[src/hdl/gda_pkg.sv]
// Shared types, codes and calendar helper functions for the Gregorian date unit.
// No dependencies; every other file of the block but gda_if refers to this package by scoped name.
package gda_pkg;

  localparam int unsigned MAX_YEAR_DEF    = 9999;
  localparam int unsigned AMOUNT_BITS_DEF = 16;

  // Internal year width covers every legal maximum year plus one.
  localparam int unsigned YEAR_W = 17;
  localparam int unsigned REM_W  = 17;
  localparam int unsigned Q100_W = 10;

  typedef enum logic [1:0] {
    ACT_ADD_DAYS     = 2'd0,
    ACT_ADD_YEARS    = 2'd1,
    ACT_NEXT_WEEKDAY = 2'd2,
    ACT_NEXT_SUNDAY  = 2'd3
  } action_t;

  typedef enum logic [1:0] {
    ST_OK       = 2'd0,
    ST_BAD_DATE = 2'd1,
    ST_RANGE    = 2'd2
  } status_t;

  localparam logic [2:0] WD_SAT = 3'd0;
  localparam logic [2:0] WD_SUN = 3'd1;
  localparam logic [2:0] WD_FRI = 3'd6;

  localparam logic [3:0] MON_JAN = 4'd1;
  localparam logic [3:0] MON_FEB = 4'd2;
  localparam logic [3:0] MON_MAR = 4'd3;
  localparam logic [3:0] MON_DEC = 4'd12;

  // A classified request as it passes from the front end to the back end.
  typedef struct packed {
    logic        bad;
    logic [1:0]  action;
    logic [13:0] year;
    logic [3:0]  month;
    logic [4:0]  day;
    logic [15:0] amount;
  } job_t;

  // Year divided by 100 through a reciprocal multiply; exact for years below 102400.
  function automatic logic [Q100_W-1:0] div100(input logic [YEAR_W-1:0] y);
    logic [34:0] p;
    p = {18'b0, y} * 35'd167773;
    return p[33:24];
  endfunction

  function automatic logic [6:0] rem100(input logic [YEAR_W-1:0] y,
                                        input logic [Q100_W-1:0] q);
    logic [YEAR_W-1:0] r;
    r = y - ({7'b0, q} * 17'd100);
    return r[6:0];
  endfunction

  function automatic logic is_leap(input logic [6:0] yy, input logic [1:0] cent);
    return (yy == 7'd0) ? (cent == 2'd0) : (yy[1:0] == 2'd0);
  endfunction

  function automatic logic [4:0] days_in(input logic leap, input logic [3:0] m);
    logic [4:0] n;
    unique case (m)
      MON_FEB:                   n = leap ? 5'd29 : 5'd28;
      4'd4, 4'd6, 4'd9, 4'd11:   n = 5'd30;
      default:                   n = 5'd31;
    endcase
    return n;
  endfunction

  function automatic logic [2:0] month_key(input logic [3:0] m);
    logic [2:0] k;
    unique case (m)
      4'd1:    k = 3'd1;
      4'd2:    k = 3'd4;
      4'd3:    k = 3'd4;
      4'd4:    k = 3'd0;
      4'd5:    k = 3'd2;
      4'd6:    k = 3'd5;
      4'd7:    k = 3'd0;
      4'd8:    k = 3'd3;
      4'd9:    k = 3'd6;
      4'd10:   k = 3'd1;
      4'd11:   k = 3'd4;
      4'd12:   k = 3'd6;
      default: k = 3'd1;
    endcase
    return k;
  endfunction

  // Remainder by seven of a nine-bit value, reciprocal multiply then correction-free subtract.
  function automatic logic [2:0] mod7(input logic [8:0] v);
    logic [17:0] p;
    logic [8:0]  q;
    logic [8:0]  r;
    p = {9'b0, v} * 18'd293;
    q = {2'b0, p[17:11]};
    r = v - 9'(q * 9'd7);
    return r[2:0];
  endfunction

  // Weekday with Saturday as zero, from the year split into century code and year of century.
  function automatic logic [2:0] weekday_of(input logic [6:0] yy, input logic [1:0] cent,
                                            input logic leap, input logic [3:0] m,
                                            input logic [4:0] d);
    logic [8:0] t;
    logic       jf;
    jf = leap && (m == MON_JAN || m == MON_FEB);
    t = {4'b0, yy[6:2]} + {4'b0, d} + {6'b0, month_key(m)} + {2'b0, yy} + 9'd6
        - {6'b0, cent, 1'b0} - {8'b0, jf};
    return mod7(t);
  endfunction

  // One plus the Sundays after January 1 up to the given day offset.
  function automatic logic [5:0] week_of(input logic [8:0] off, input logic [2:0] w1);
    logic [3:0]  first;
    logic [8:0]  v;
    logic [17:0] p;
    if (w1 == WD_SUN) begin
      first = 4'd7;
    end else if (w1 == WD_SAT) begin
      first = 4'd1;
    end else begin
      first = 4'd8 - {1'b0, w1};
    end
    v = off - {5'b0, first};
    p = {9'b0, v} * 18'd293;
    if (off < {5'b0, first}) begin
      return 6'd1;
    end
    return 6'(p[17:11]) + 6'd2;
  endfunction

endpackage

[src/hdl/gda_if.sv]
// Request channel interfaces of the Gregorian date unit: operand side and result side.
// Depends on nothing; payload widths are those of the port fields.
interface gda_in_if;
  logic        valid;
  logic        ready;
  logic [1:0]  action;
  logic [13:0] year_in;
  logic [3:0]  month_in;
  logic [4:0]  day_in;
  logic [15:0] amount;

  modport source (output valid, action, year_in, month_in, day_in, amount, input ready);
  modport sink   (input valid, action, year_in, month_in, day_in, amount, output ready);
endinterface

interface gda_out_if;
  logic        valid;
  logic        ready;
  logic [13:0] year_out;
  logic [3:0]  month_out;
  logic [4:0]  day_out;
  logic [2:0]  weekday;
  logic [5:0]  week_number;
  logic [1:0]  status;

  modport source (output valid, year_out, month_out, day_out, weekday, week_number, status,
                  input ready);
  modport sink   (input valid, year_out, month_out, day_out, weekday, week_number, status,
                  output ready);
endinterface

[src/hdl/gda_front.sv]
// Front end of the date unit: takes a request, checks the operand date and queues a job.
// Depends on gda_pkg and gda_if.
module gda_front #(
  parameter int unsigned MAX_YEAR    = gda_pkg::MAX_YEAR_DEF,
  parameter int unsigned AMOUNT_BITS = gda_pkg::AMOUNT_BITS_DEF
) (
  input  logic           clk,
  input  logic           rst,
  gda_in_if.sink         in_req,
  output gda_pkg::job_t  job,
  output logic           job_valid,
  input  logic           job_ready
);

  localparam logic [15:0] AMT_MASK =
    (AMOUNT_BITS >= 16) ? 16'hFFFF : 16'((32'd1 << AMOUNT_BITS) - 32'd1);

  typedef enum logic [2:0] {
    F_IDLE = 3'b001,
    F_DIV  = 3'b010,
    F_CHK  = 3'b100
  } fstate_t;

  fstate_t                       state;
  logic [1:0]                    action;
  logic [13:0]                   year;
  logic [3:0]                    month;
  logic [4:0]                    day;
  logic [15:0]                   amount;
  logic [gda_pkg::Q100_W-1:0]    q100;

  logic [6:0] yy;
  logic       leap;
  logic       good;

  always_comb begin
    yy   = gda_pkg::rem100({3'b0, year}, q100);
    leap = gda_pkg::is_leap(yy, q100[1:0]);
    good = (year != 14'd0) && ({3'b0, year} <= 17'(MAX_YEAR)) &&
           (month >= gda_pkg::MON_JAN) && (month <= gda_pkg::MON_DEC) &&
           (day != 5'd0) && (day <= gda_pkg::days_in(leap, month));
  end

  assign in_req.ready = (state == F_IDLE);
  assign job_valid    = (state == F_CHK);
  assign job          = '{bad: !good, action: action, year: year, month: month,
                          day: day, amount: amount};

  always_ff @(posedge clk) begin
    if (rst) begin
      state <= F_IDLE;
    end else begin
      unique case (state)
        F_IDLE: if (in_req.valid) state <= F_DIV;
        F_DIV:  state <= F_CHK;
        F_CHK:  if (job_ready) state <= F_IDLE;
        default: state <= F_IDLE;
      endcase
    end
  end

  always_ff @(posedge clk) begin
    if (state == F_IDLE && in_req.valid) begin
      action <= in_req.action;
      year   <= in_req.year_in;
      month  <= in_req.month_in;
      day    <= in_req.day_in;
      amount <= in_req.amount & AMT_MASK;
    end
    if (state == F_DIV) begin
      q100 <= gda_pkg::div100({3'b0, year});
    end
  end

endmodule

[src/hdl/gda_fifo.sv]
// Two-entry job queue between the front and back ends of the date unit.
// Depends on gda_pkg for the job type.
module gda_fifo (
  input  logic           clk,
  input  logic           rst,
  input  gda_pkg::job_t  push_data,
  input  logic           push_valid,
  output logic           push_ready,
  output gda_pkg::job_t  pop_data,
  output logic           pop_valid,
  input  logic           pop_ready
);

  gda_pkg::job_t mem [2];
  logic          wr_ptr;
  logic          rd_ptr;
  logic [1:0]    count;
  logic          push;
  logic          pop;

  assign push_ready = (count != 2'd2);
  assign pop_valid  = (count != 2'd0);
  assign push       = push_valid && push_ready;
  assign pop        = pop_valid && pop_ready;
  assign pop_data   = mem[rd_ptr];

  always_ff @(posedge clk) begin
    if (rst) begin
      wr_ptr <= 1'b0;
      rd_ptr <= 1'b0;
      count  <= 2'd0;
    end else begin
      if (push) wr_ptr <= !wr_ptr;
      if (pop)  rd_ptr <= !rd_ptr;
      count <= count + {1'b0, push} - {1'b0, pop};
    end
  end

  always_ff @(posedge clk) begin
    if (push) mem[wr_ptr] <= push_data;
  end

endmodule

[src/hdl/gda_back.sv]
// Back end of the date unit: sequencer that advances the date and forms weekday and week.
// Depends on gda_pkg and gda_if.
module gda_back #(
  parameter int unsigned MAX_YEAR = gda_pkg::MAX_YEAR_DEF
) (
  input  logic           clk,
  input  logic           rst,
  input  gda_pkg::job_t  job,
  input  logic           job_valid,
  output logic           job_ready,
  gda_out_if.source      out_req
);

  typedef enum logic [8:0] {
    B_IDLE  = 9'b000000001,
    B_YDIV  = 9'b000000010,
    B_YINFO = 9'b000000100,
    B_OFS   = 9'b000001000,
    B_WDAY  = 9'b000010000,
    B_YEAR  = 9'b000100000,
    B_MON   = 9'b001000000,
    B_WEEK  = 9'b010000000,
    B_OUT   = 9'b100000000
  } bstate_t;

  bstate_t                     state;
  logic [gda_pkg::YEAR_W-1:0]  y;
  logic [3:0]                  m;
  logic [4:0]                  d;
  logic [1:0]                  act;
  logic [15:0]                 amt;
  logic                        final_pass;
  logic [gda_pkg::Q100_W-1:0]  q100;
  logic [6:0]                  yy;
  logic [1:0]                  cent;
  logic [8:0]                  off;
  logic [gda_pkg::REM_W-1:0]   rem;
  logic [3:0]                  k;
  logic [2:0]                  w1;
  logic                        valid;
  logic [13:0]                 year_out;
  logic [3:0]                  month_out;
  logic [4:0]                  day_out;
  logic [2:0]                  weekday;
  logic [5:0]                  week_number;
  logic [1:0]                  status;

  logic [17:0] new_year;
  logic [17:0] y_inc;
  logic [6:0]  yy_div;
  logic        leap;
  logic        leap_div;
  logic [2:0]  wd_now;
  logic [3:0]  step;
  logic [8:0]  ylen;
  logic [4:0]  mlen;

  always_comb begin
    new_year = {4'b0, job.year} + {2'b0, job.amount};
    y_inc    = {1'b0, y} + 18'd1;
    yy_div   = gda_pkg::rem100(y, q100);
    leap_div = gda_pkg::is_leap(yy_div, q100[1:0]);
    leap     = gda_pkg::is_leap(yy, cent);
    wd_now   = gda_pkg::weekday_of(yy, cent, leap, m, d);
    ylen     = leap ? 9'd366 : 9'd365;
    mlen     = gda_pkg::days_in(leap, m);
    if (act == gda_pkg::ACT_NEXT_WEEKDAY) begin
      step = (wd_now == gda_pkg::WD_FRI) ? 4'd3 : (wd_now == gda_pkg::WD_SAT) ? 4'd2 : 4'd1;
    end else begin
      step = (wd_now == gda_pkg::WD_SUN) ? 4'd7 : 4'd8 - {1'b0, wd_now};
      if (wd_now == gda_pkg::WD_SAT) step = 4'd1;
    end
  end

  assign job_ready           = (state == B_IDLE);
  assign out_req.valid       = valid;
  assign out_req.year_out    = year_out;
  assign out_req.month_out   = month_out;
  assign out_req.day_out     = day_out;
  assign out_req.weekday     = weekday;
  assign out_req.week_number = week_number;
  assign out_req.status      = status;

  always_ff @(posedge clk) begin
    if (rst) begin
      state <= B_IDLE;
      valid <= 1'b0;
    end else begin
      unique case (state)
        B_IDLE: begin
          if (job_valid) begin
            m           <= job.month;
            d           <= job.day;
            act         <= job.action;
            amt         <= job.amount;
            final_pass  <= (job.action == gda_pkg::ACT_ADD_YEARS);
            year_out    <= '0;
            month_out   <= '0;
            day_out     <= '0;
            weekday     <= '0;
            week_number <= '0;
            if (job.bad) begin
              y      <= {3'b0, job.year};
              status <= gda_pkg::ST_BAD_DATE;
              valid  <= 1'b1;
              state  <= B_OUT;
            end else if (job.action == gda_pkg::ACT_ADD_YEARS &&
                         new_year > 18'(MAX_YEAR)) begin
              y      <= {3'b0, job.year};
              status <= gda_pkg::ST_RANGE;
              valid  <= 1'b1;
              state  <= B_OUT;
            end else if (job.action == gda_pkg::ACT_ADD_YEARS) begin
              y     <= new_year[gda_pkg::YEAR_W-1:0];
              state <= B_YDIV;
            end else begin
              y     <= {3'b0, job.year};
              state <= B_YDIV;
            end
          end
        end
        B_YDIV: begin
          q100  <= gda_pkg::div100(y);
          state <= B_YINFO;
        end
        B_YINFO: begin
          yy   <= yy_div;
          cent <= q100[1:0];
          // A leap day carried into a common year lands on the first of March.
          if (act == gda_pkg::ACT_ADD_YEARS && m == gda_pkg::MON_FEB && d == 5'd29 &&
              !leap_div) begin
            m   <= gda_pkg::MON_MAR;
            d   <= 5'd1;
            off <= 9'd59;
          end else begin
            off <= {4'b0, d} - 9'd1;
          end
          k     <= gda_pkg::MON_JAN;
          state <= B_OFS;
        end
        B_OFS: begin
          if (k < m && !(act == gda_pkg::ACT_ADD_YEARS && m == gda_pkg::MON_MAR &&
                          d == 5'd1 && off == 9'd59 && !leap)) begin
            off <= off + {4'b0, gda_pkg::days_in(leap, k)};
            k   <= k + 4'd1;
          end else begin
            state <= B_WDAY;
          end
        end
        B_WDAY: begin
          weekday <= wd_now;
          w1      <= gda_pkg::weekday_of(yy, cent, leap, gda_pkg::MON_JAN, 5'd1);
          if (final_pass) begin
            state <= B_WEEK;
          end else begin
            rem   <= {8'b0, off} + ((act == gda_pkg::ACT_ADD_DAYS) ? {1'b0, amt}
                                                                  : {13'b0, step});
            state <= B_YEAR;
          end
        end
        B_YEAR: begin
          if (rem >= {8'b0, ylen}) begin
            rem <= rem - {8'b0, ylen};
            if (y_inc > 18'(MAX_YEAR)) begin
              status <= gda_pkg::ST_RANGE;
              year_out    <= '0;
              month_out   <= '0;
              day_out     <= '0;
              weekday     <= '0;
              week_number <= '0;
              valid       <= 1'b1;
              state       <= B_OUT;
            end else begin
              y <= y_inc[gda_pkg::YEAR_W-1:0];
              if (yy == 7'd99) begin
                yy   <= 7'd0;
                cent <= cent + 2'd1;
              end else begin
                yy <= yy + 7'd1;
              end
            end
          end else begin
            off   <= rem[8:0];
            m     <= gda_pkg::MON_JAN;
            state <= B_MON;
          end
        end
        B_MON: begin
          if (m < gda_pkg::MON_DEC && rem >= {12'b0, mlen}) begin
            rem <= rem - {12'b0, mlen};
            m   <= m + 4'd1;
          end else begin
            d          <= rem[4:0] + 5'd1;
            final_pass <= 1'b1;
            state      <= B_WDAY;
          end
        end
        B_WEEK: begin
          year_out    <= y[13:0];
          month_out   <= m;
          day_out     <= d;
          week_number <= gda_pkg::week_of(off, w1);
          status      <= gda_pkg::ST_OK;
          valid       <= 1'b1;
          state       <= B_OUT;
        end
        B_OUT: begin
          if (out_req.ready) begin
            valid <= 1'b0;
            state <= B_IDLE;
          end
        end
        default: state <= B_IDLE;
      endcase
    end
  end

`ifndef SYNTHESIS
  a_ok_date: assert property (@(posedge clk) disable iff (rst)
    (valid && status == gda_pkg::ST_OK) |->
      (month_out >= gda_pkg::MON_JAN && month_out <= gda_pkg::MON_DEC && day_out != 5'd0))
    else $error("result date out of calendar range");
  a_err_zero: assert property (@(posedge clk) disable iff (rst)
    (valid && status != gda_pkg::ST_OK) |->
      (year_out == 14'd0 && month_out == 4'd0 && day_out == 5'd0 &&
       weekday == 3'd0 && week_number == 6'd0))
    else $error("error result carries a non-zero date");
  a_ok_week: assert property (@(posedge clk) disable iff (rst)
    (valid && status == gda_pkg::ST_OK) |->
      (weekday <= gda_pkg::WD_FRI && week_number != 6'd0 && week_number <= 6'd54))
    else $error("weekday or week number out of range");
`endif

endmodule

[src/hdl/gregorian_date_arithmetic.sv]
// Gregorian date arithmetic unit. Each request brings a date, an action and an amount;
// the date is checked and then advanced by days or years, or to the next weekday or the
// next Sunday, and one result comes back with the new date, its weekday (Saturday is
// zero) and its week number, or a status of invalid date or year out of range. A request
// is accepted by the front end, which divides its year by a hundred and checks the date,
// and then waits in a two-entry queue. The back end is a sequencer that takes one job at
// a time: it splits the year, adds up the days of the months before the operand month,
// forms the weekday, then, unless years are added, steps the date forward year by year
// and month by month, forms the weekday and week number of the result and hands it over;
// the year-by-year advance dominates for large day counts. The front end keeps taking
// requests while the back end works, until the queue is full.
// Depends on gda_pkg, gda_if, gda_front, gda_fifo and gda_back.
module gregorian_date_arithmetic #(
  parameter int unsigned MAX_YEAR    = gda_pkg::MAX_YEAR_DEF,
  parameter int unsigned AMOUNT_BITS = gda_pkg::AMOUNT_BITS_DEF
) (
  input  logic       clk,
  input  logic       rst,
  gda_in_if.sink     in_req,
  gda_out_if.source  out_req
);

  // Classified jobs on their way from the front end into the queue and out of it.
  gda_pkg::job_t push_job;
  logic          push_valid;
  logic          push_ready;
  gda_pkg::job_t pop_job;
  logic          pop_valid;
  logic          pop_ready;

  gda_front #(
    .MAX_YEAR    (MAX_YEAR),
    .AMOUNT_BITS (AMOUNT_BITS)
  ) u_front (
    .clk       (clk),
    .rst       (rst),
    .in_req    (in_req),
    .job       (push_job),
    .job_valid (push_valid),
    .job_ready (push_ready)
  );

  gda_fifo u_fifo (
    .clk        (clk),
    .rst        (rst),
    .push_data  (push_job),
    .push_valid (push_valid),
    .push_ready (push_ready),
    .pop_data   (pop_job),
    .pop_valid  (pop_valid),
    .pop_ready  (pop_ready)
  );

  // The back end owns the result register and holds it until the request is taken.
  gda_back #(
    .MAX_YEAR (MAX_YEAR)
  ) u_back (
    .clk       (clk),
    .rst       (rst),
    .job       (pop_job),
    .job_valid (pop_valid),
    .job_ready (pop_ready),
    .out_req   (out_req)
  );

endmodule
[src/flat_wrapper.sv]
// flat-port wrapper written by rule: the top's interface ports become plain ports
module gregorian_date_arithmetic_flat 
#(
  parameter int unsigned MAX_YEAR    = gda_pkg::MAX_YEAR_DEF,
  parameter int unsigned AMOUNT_BITS = gda_pkg::AMOUNT_BITS_DEF
)
  (clk, rst, in_req_valid, in_req_action, in_req_year_in, in_req_month_in, in_req_day_in, in_req_amount, in_req_ready, out_req_valid, out_req_year_out, out_req_month_out, out_req_day_out, out_req_weekday, out_req_week_number, out_req_status, out_req_ready);
  gda_in_if in_req_i ();
  gda_out_if out_req_i ();
  input  logic clk;
  input  logic rst;
  input wire logic [$bits(in_req_i.valid)-1:0] in_req_valid;
  input wire logic [$bits(in_req_i.action)-1:0] in_req_action;
  input wire logic [$bits(in_req_i.year_in)-1:0] in_req_year_in;
  input wire logic [$bits(in_req_i.month_in)-1:0] in_req_month_in;
  input wire logic [$bits(in_req_i.day_in)-1:0] in_req_day_in;
  input wire logic [$bits(in_req_i.amount)-1:0] in_req_amount;
  output wire logic [$bits(in_req_i.ready)-1:0] in_req_ready;
  output wire logic [$bits(out_req_i.valid)-1:0] out_req_valid;
  output wire logic [$bits(out_req_i.year_out)-1:0] out_req_year_out;
  output wire logic [$bits(out_req_i.month_out)-1:0] out_req_month_out;
  output wire logic [$bits(out_req_i.day_out)-1:0] out_req_day_out;
  output wire logic [$bits(out_req_i.weekday)-1:0] out_req_weekday;
  output wire logic [$bits(out_req_i.week_number)-1:0] out_req_week_number;
  output wire logic [$bits(out_req_i.status)-1:0] out_req_status;
  input wire logic [$bits(out_req_i.ready)-1:0] out_req_ready;
  assign in_req_i.valid = in_req_valid;
  assign in_req_i.action = in_req_action;
  assign in_req_i.year_in = in_req_year_in;
  assign in_req_i.month_in = in_req_month_in;
  assign in_req_i.day_in = in_req_day_in;
  assign in_req_i.amount = in_req_amount;
  assign in_req_ready = in_req_i.ready;
  assign out_req_valid = out_req_i.valid;
  assign out_req_year_out = out_req_i.year_out;
  assign out_req_month_out = out_req_i.month_out;
  assign out_req_day_out = out_req_i.day_out;
  assign out_req_weekday = out_req_i.weekday;
  assign out_req_week_number = out_req_i.week_number;
  assign out_req_status = out_req_i.status;
  assign out_req_i.ready = out_req_ready;
  gregorian_date_arithmetic #(.MAX_YEAR(MAX_YEAR), .AMOUNT_BITS(AMOUNT_BITS)) u_core (.clk(clk), .rst(rst), .in_req(in_req_i), .out_req(out_req_i));
endmodule
[config.mk]
export PLATFORM = sky130hd
export DESIGN_NAME = gregorian_date_arithmetic_flat
export DESIGN_NICKNAME = d
export VERILOG_FILES = /design/src/hdl/gda_pkg.sv /design/src/hdl/gda_if.sv /design/src/hdl/gda_front.sv /design/src/hdl/gda_fifo.sv /design/src/hdl/gda_back.sv /design/src/hdl/gregorian_date_arithmetic.sv /design/src/flat_wrapper.sv
export SDC_FILE = /design/constraint.sdc
export NUM_CORES = 1
export LEC_CHECK = 0
export ABC_CLOCK_PERIOD_IN_PS = 11000
export BUFFER_PORTS_ARGS = -buffer_cell sky130_fd_sc_hd__buf_4
export CAP_MARGIN = 5
export CORE_MARGIN = 3
export CORE_UTILIZATION = 46
export CTS_CLUSTER_DIAMETER = 150
export DETAILED_ROUTE_END_ITERATION = 8
export PLACE_DENSITY = 0.65
export SYNTH_ARGS = -nofsm -noshare
export SYNTH_HDL_FRONTEND = slang
export SYNTH_SLANG_ARGS = --single-unit
[constraint.sdc]
create_clock -name clk -period 11 [get_ports clk]
set_input_delay 3.3 -clock clk [delete_from_list [all_inputs] [get_ports clk]]
set_output_delay 3.3 -clock clk [all_outputs]
set_load 0.005 [all_outputs]
==> impl_metrics.toml, run 1 <==
[final_layout]
final.fill_count = 5084
drive_above_1_share = 0.105
stdcell_area_um2 = 30200
final_common_cell = "inv_1"
final_cell_count_no_fill = 3422
final_cell_mix = "inv_1, ha_1, edfxtp_1, fa_1, buf_4"
syn_to_final_growth_pct = 11.2
diodes = 0
nets = 3354

[clock_network]
cts_tree = "done"
insertion_delay_ns = 0.57
cts.sinks = 277
cts_buffer_depth = 3
ctsHoldBuffers = 0
cts_buffers = 35
root_buffer = "clkbuf_16"
htreeDepth = 2
clk_pin_slew_ns = 0.06

[critical_path]
worstPathArrival_ns = 11.04
cp_data_required_time_ns = 11.41
cp-start-kind = "flip-flop"
slowest_stage = "fa_1"
setup.worst_path.end_class = "flip-flop"
criticalPathCategory = "flip-flop to flip-flop"
path_common_cell = "xnor2_1"
slowest_delay_ns = 0.57
critPathMaxFanout = 4

[timing]
setup_violations = 0
fin_crit_ns = 10.63
worstMarginPinSlew_ns = 0.960
setup_ws_ns = 0.367
fin_skew_ns = 0.0400
relSlewSlack = 0.359
hold_viol = 0
whs_ns = 0.444
drv_slew = 0
fmax_mhz = 94.0
fin_crit_sh = 0.967

[place]
post_dp_cell_area_um2 = 28900
hpwlAfterDp_mm = 52.0
numPortBuffers = 80
place_ws_ns = -0.340
placed_cells = 3354
place_congestion = 0.896

[global_routing]
grt_max_degree = 54
grt_usage = 0.208
overflow = 0
first_global_vias = 19500
antenna_found_initial = 0
grt_pass1_wl_mm = 104

[floorplanning]
core_area_um2 = 58000
rows = 88
die-area_um2 = 62000
chipHeight_um = 249
start_util = 0.468
die_w_um = 249
io_pins = 81

[synthesis]
synth-seq-cells = 277
synth_ff_type = "edfxtp_1"
synth_area_um2 = 27200
syn_inst = 2514
synth_cell_types = 84
async_flop_share = 0
synth_nets = 3236
synth-seq-area-share = 0.298
avgSynthCellArea_um2 = 10.8
synth_edf_count = 256
ys_warn_count = 0

[route]
drc = 0
wire_per_inst_um = 18.8
wl_mm = 64.4
vias = 18800
drtIter0Drc = 1335
dr.pass1.iters = 6
vias_per_cell = 5.48
ant_nets = 0

[flow_run]
cap_violations = 0

[hold_path]
hold_path_class = "flip-flop to flip-flop"

[run_status]
status = "finished, final reports clean"
==> flip-flops by register name (all words and copies together) (netlist names), 6 cells and up, named ones only <==
register and cells:
u_core.u_back.amt 16, u_core.u_back.off 9, u_core.u_back.yy 7, u_core.u_back.state 9
u_core.u_front.year 14, u_core.u_back.rem 17, u_core.u_front.amount 16, u_core.u_back.out_req.year_out 14
u_core.u_back.y 17, u_core.u_fifo.mem 84, u_core.u_back.out_req.week_number 6
==> through the flow <==
step                      TNS (ns)   util
after global routing       -0.0255  0.521
after global placement           0  0.498
after floorplan                  0      -
after CTS                  -0.0529  0.518
after detailed placement     -1.08  0.498
final                            0  0.521
==> Yosys cell counts (29+ instances only) <==
cell type / instances / area share
a21o_1: 36 / 0.0099
edfxtp_1: 256 / 0.28
nor3_1: 37 / 0.0068
inv_1: 476 / 0.066
nand2_1: 87 / 0.012
xnor2_1: 105 / 0.034
fa_1: 239 / 0.18
ha_1: 438 / 0.20
o21ai_0: 85 / 0.016
clkbuf_1: 36 / 0.0050
nand3_1: 46 / 0.0085
nor2_1: 104 / 0.014
a21oi_1: 92 / 0.017
mux2_2: 37 / 0.015
mux2i_1: 29 / 0.011
and2_1: 40 / 0.0092
xor2_1: 35 / 0.011
==> repair_timing <==
item                       4_1_cts  5_1_grt
setup buffers                    0        6
pin swaps                        1       20
gates resized for setup          8       20
setup endpoints to repair        8       10
==> cell type report <==
cell class,count,area (µm²),area share
Sequential cell,277,8110,0.268
Clock inverter,21,251,0.00832
Timing Repair Buffer,128,961,0.0318
Multi-Input combinational cell,1714,17300,0.571
Clock buffer,41,898,0.0297
Tap cell,765,957,0.0317
Inverter,476,1790,0.0591
==> cells by family (layout without fill, tap and decap cells) <==
family / count (synthesis) / in the layout / share of synthesized area
AOI/OAI and AO/OA: 369 / 369 / 0.0895
buffers and inverters: 523 / 666 / 0.0734
and+or+nand+nor: 461 / 461 / 0.0896
muxes: 66 / 66 / 0.0260
xor gates and xnor gates: 140 / 140 / 0.0451
DFF: 277 / 277 / 0.298
adders and majority gates: 678 / 678 / 0.378
==> per-layer routing <==
layer,up-vias,routed length [µm],track usage
met3,87,3460,0.0304
met5,-,0,0
li1,8882,-,-
met4,0,1630,0.0570
met2,536,30900,0.351
met1,9260,28400,0.280
==> critical path, delay by kind of cell (launching register included) <==
| kind | cells | cell delay, ns |
|---|---|---|
| AO/OA/AOI/OAI | 14 | 2.82 |
| XOR/XNOR | 8 | 1.26 |
| adder cells (fa/ha/maj) | 14 | 4.91 |
| buffers and inverters | 4 | 0.24 |
| flip-flops | 1 | 0.46 |
| multiplexers | 1 | 0.34 |
| AND/OR/NAND/NOR | 3 | 0.45 |
==> path summary, 6_finish.rpt <==
kind | from | to | slack [ns] | cells past startpoint
min | u_core.u_front.amount[13] | u_core.u_fifo.mem[1][13] | 0.44 | 0
min reg2reg | u_core.u_front.amount[13] | u_core.u_fifo.mem[1][13] | 0.44 | 0
max | u_core.u_back.yy[2] | u_core.u_back.rem[10] | 0.37 | 44
max reg2reg | u_core.u_back.yy[2] | u_core.u_back.rem[10] | 0.37 | 44
Power of run 1 is not shown: default switching activity piles up to over one toggle a cycle in this logic, so the estimate is an artifact.
==> run 2, diff against run 1 <==
ABC_AREA = 1   (was default)
==> run 2 against run 1 <==
  * Die area rose by 4.2%
  * Sequential cell count stayed put
  * Utilization decreased by 0.89 points
  * Cell count up 18%
  * Worst hold slack got worse by 0.0011 ns
  * Fmax grew 5.8%
  * First-iteration DRC count grew 17%
  * Sequential share of layout area is 0.74 points lower
  * Critical path depth grew 17
  * Worst setup slack gained 0.58 ns
  * Design area increased by 2.8%
  * Critical endpoint unchanged
==> impl_metrics.toml, run 2 <==
[final_layout]
drive_above_1_share = 0.0674
final.fill_count = 5597
final_common_cell = "inv_1"
top_regs = "u_core.u_fifo.mem: 84 flops, u_core.u_back.rem: 17 flops, u_core.u_back.y: 17 flops"
largest_reg_flops = 84
nets = 3944
final_cell_mix = "inv_1, nand2_1, ha_1, edfxtp_1, fa_1"
syn_to_final_growth_pct = 9.63
diodes = 0
largest_register = "u_core.u_fifo.mem"

[floorplanning]
io_pins = 81
die-area_um2 = 64600
die_w_um = 254
core_area_um2 = 60700
chipHeight_um = 254
rows = 90
start_util = 0.467

[critical_path]
slowest_stage = "fa_1"
cp-start-kind = "flip-flop"
rr_startpoint = "u_core.u_back.cent[0]"
path_common_cell = "nand2_1"
cp_data_required_time_ns = 11.28
critPathMaxFanout = 7
criticalPathCategory = "flip-flop to flip-flop"
worstPathArrival_ns = 10.33
slowest_delay_ns = 0.51
cp-startpoint = "u_core.u_back.cent[0]"
setup.worst_path.end_class = "flip-flop"

[synthesis]
synth_ff_type = "edfxtp_1"
synthTopCellsByArea = "edfxtp_1, ha_1, fa_1"
yosys.area.top_type = "edfxtp_1"
synth_commonest_cells = "inv_1, nand2_1, ha_1"
synth_most_common_cell = "inv_1"
synth-seq-cells = 277
ys_warn_count = 0
synth_cell_types = 56
synth_area_um2 = 28300
synth_nets = 3848
async_flop_share = 0
syn_inst = 3126
synth-seq-area-share = 0.286
avgSynthCellArea_um2 = 9.07
yosysTopAreaCellShare = 0.271
synth_edf_count = 256

[route]
vias = 21000
wire_per_inst_um = 17.1
wl_mm = 68.8
vias_per_cell = 5.22
drc = 0
drtIter0Drc = 1564
dr.pass1.iters = 5
ant_nets = 0

[place]
hpwlAfterDp_mm = 56.0
numPortBuffers = 80
place_congestion = 0.954

[timing]
worstMarginPinSlew_ns = 1.16
fmax_mhz = 99.5
fin_crit_sh = 0.914
fin_crit_ns = 10.05
setup_violations = 0
fin_skew_ns = 0.0154
hold_viol = 0
rsz0062_at_grt = "false"
drv_slew = 0
tns_ns = 0
relSlewSlack = 0.218

[global_routing]
grt_pass1_wl_mm = 111
grt_usage = 0.221
grt_max_degree = 44
antenna_found_initial = 0
first_global_vias = 21100
overflow = 0

[hold_path]
hold_path_class = "flip-flop to flip-flop"
min_from = "u_core.u_front.amount[12]"

[clock_network]
insertion_delay_ns = 0.55
ctsHoldBuffers = 0
clk_pin_slew_ns = 0.06
root_buffer = "clkbuf_16"
cts_buffers = 35
cts_buffer_depth = 3
cts_tree = "done"
cts.sinks = 277
htreeDepth = 2

[flow_run]
cap_violations = 0

[run_status]
status = "finished, final reports clean"
run 2: layout make-up:
| cell class | instances | area (µm²) | share of cell area |
|---|---|---|---|
| Multi-Input combinational cell | 2123 | 17500 | 0.564 |
| Clock inverter | 20 | 214 | 0.00689 |
| Tap cell | 782 | 978 | 0.0315 |
| Inverter | 693 | 2600 | 0.0838 |
| Timing Repair Buffer | 92 | 691 | 0.0222 |
| Sequential cell | 277 | 8110 | 0.261 |
| Clock buffer | 43 | 937 | 0.0302 |
run 2: routing by layer:
layer  routed length (µm)  track usage  vias up  share of wire
met3                 3940       0.0290      108          0.057
met4                 2110       0.0740        0          0.031
met5                    0            0        -              0
met1                30500        0.303    10000           0.44
met2                32300        0.363      581           0.47
li1                     -            -    10300              -
run 2: final timing paths:
check / endpoint / slack [ns] / cells past startpoint
setup / recovery: u_core.u_back.rem[10] / 0.95 / 61
hold / removal: u_core.u_fifo.mem[0][12] / 0.44 / 0
setup reg to reg: u_core.u_back.rem[10] / 0.95 / 61
hold reg to reg: u_core.u_fifo.mem[0][12] / 0.44 / 0
run 2: through the flow:
step                      hold slack [ns]  cells  area (µm²)  setup slack, ns  utilization
after global routing                0.466   4030       31100           0.0251        0.512
after global placement              0.423   3967       29900            0.958        0.493
after floorplan                     0.421   3126       28300             1.73            -
final                               0.443   4030       31100            0.949        0.512
after CTS                           0.446   4030       31000            0.811        0.512
after detailed placement            0.432   3967       29900            0.834        0.493
run 2: worst max-delay path: cells and delay by family, from the launching register on:
| kind | cells | cell delay [ns] |
|---|---|---|
| compound gates | 9 | 1.27 |
| xor+xnor | 3 | 0.49 |
| fa+ha+maj | 15 | 4.67 |
| buf+inv | 6 | 0.36 |
| flops | 1 | 0.41 |
| simple gates | 28 | 2.58 |
run 2: kinds of logic (layout without fill, tap and decap cells):
family | Yosys count | count (layout) | synth area share
flops | 277 | 277 | 0.286
xor+xnor | 107 | 107 | 0.0331
compound gates | 335 | 335 | 0.0685
fa+ha+maj | 677 | 677 | 0.362
simple gates | 1004 | 1004 | 0.153
buf+inv | 726 | 848 | 0.0972
run 2: repair_timing:
action / in CTS / in global routing
gates resized for setup: 0 / 3
buffers inserted: 0 / 0
setup endpoints to repair: 0 / 4
Power of run 2 is left out for the same reason.
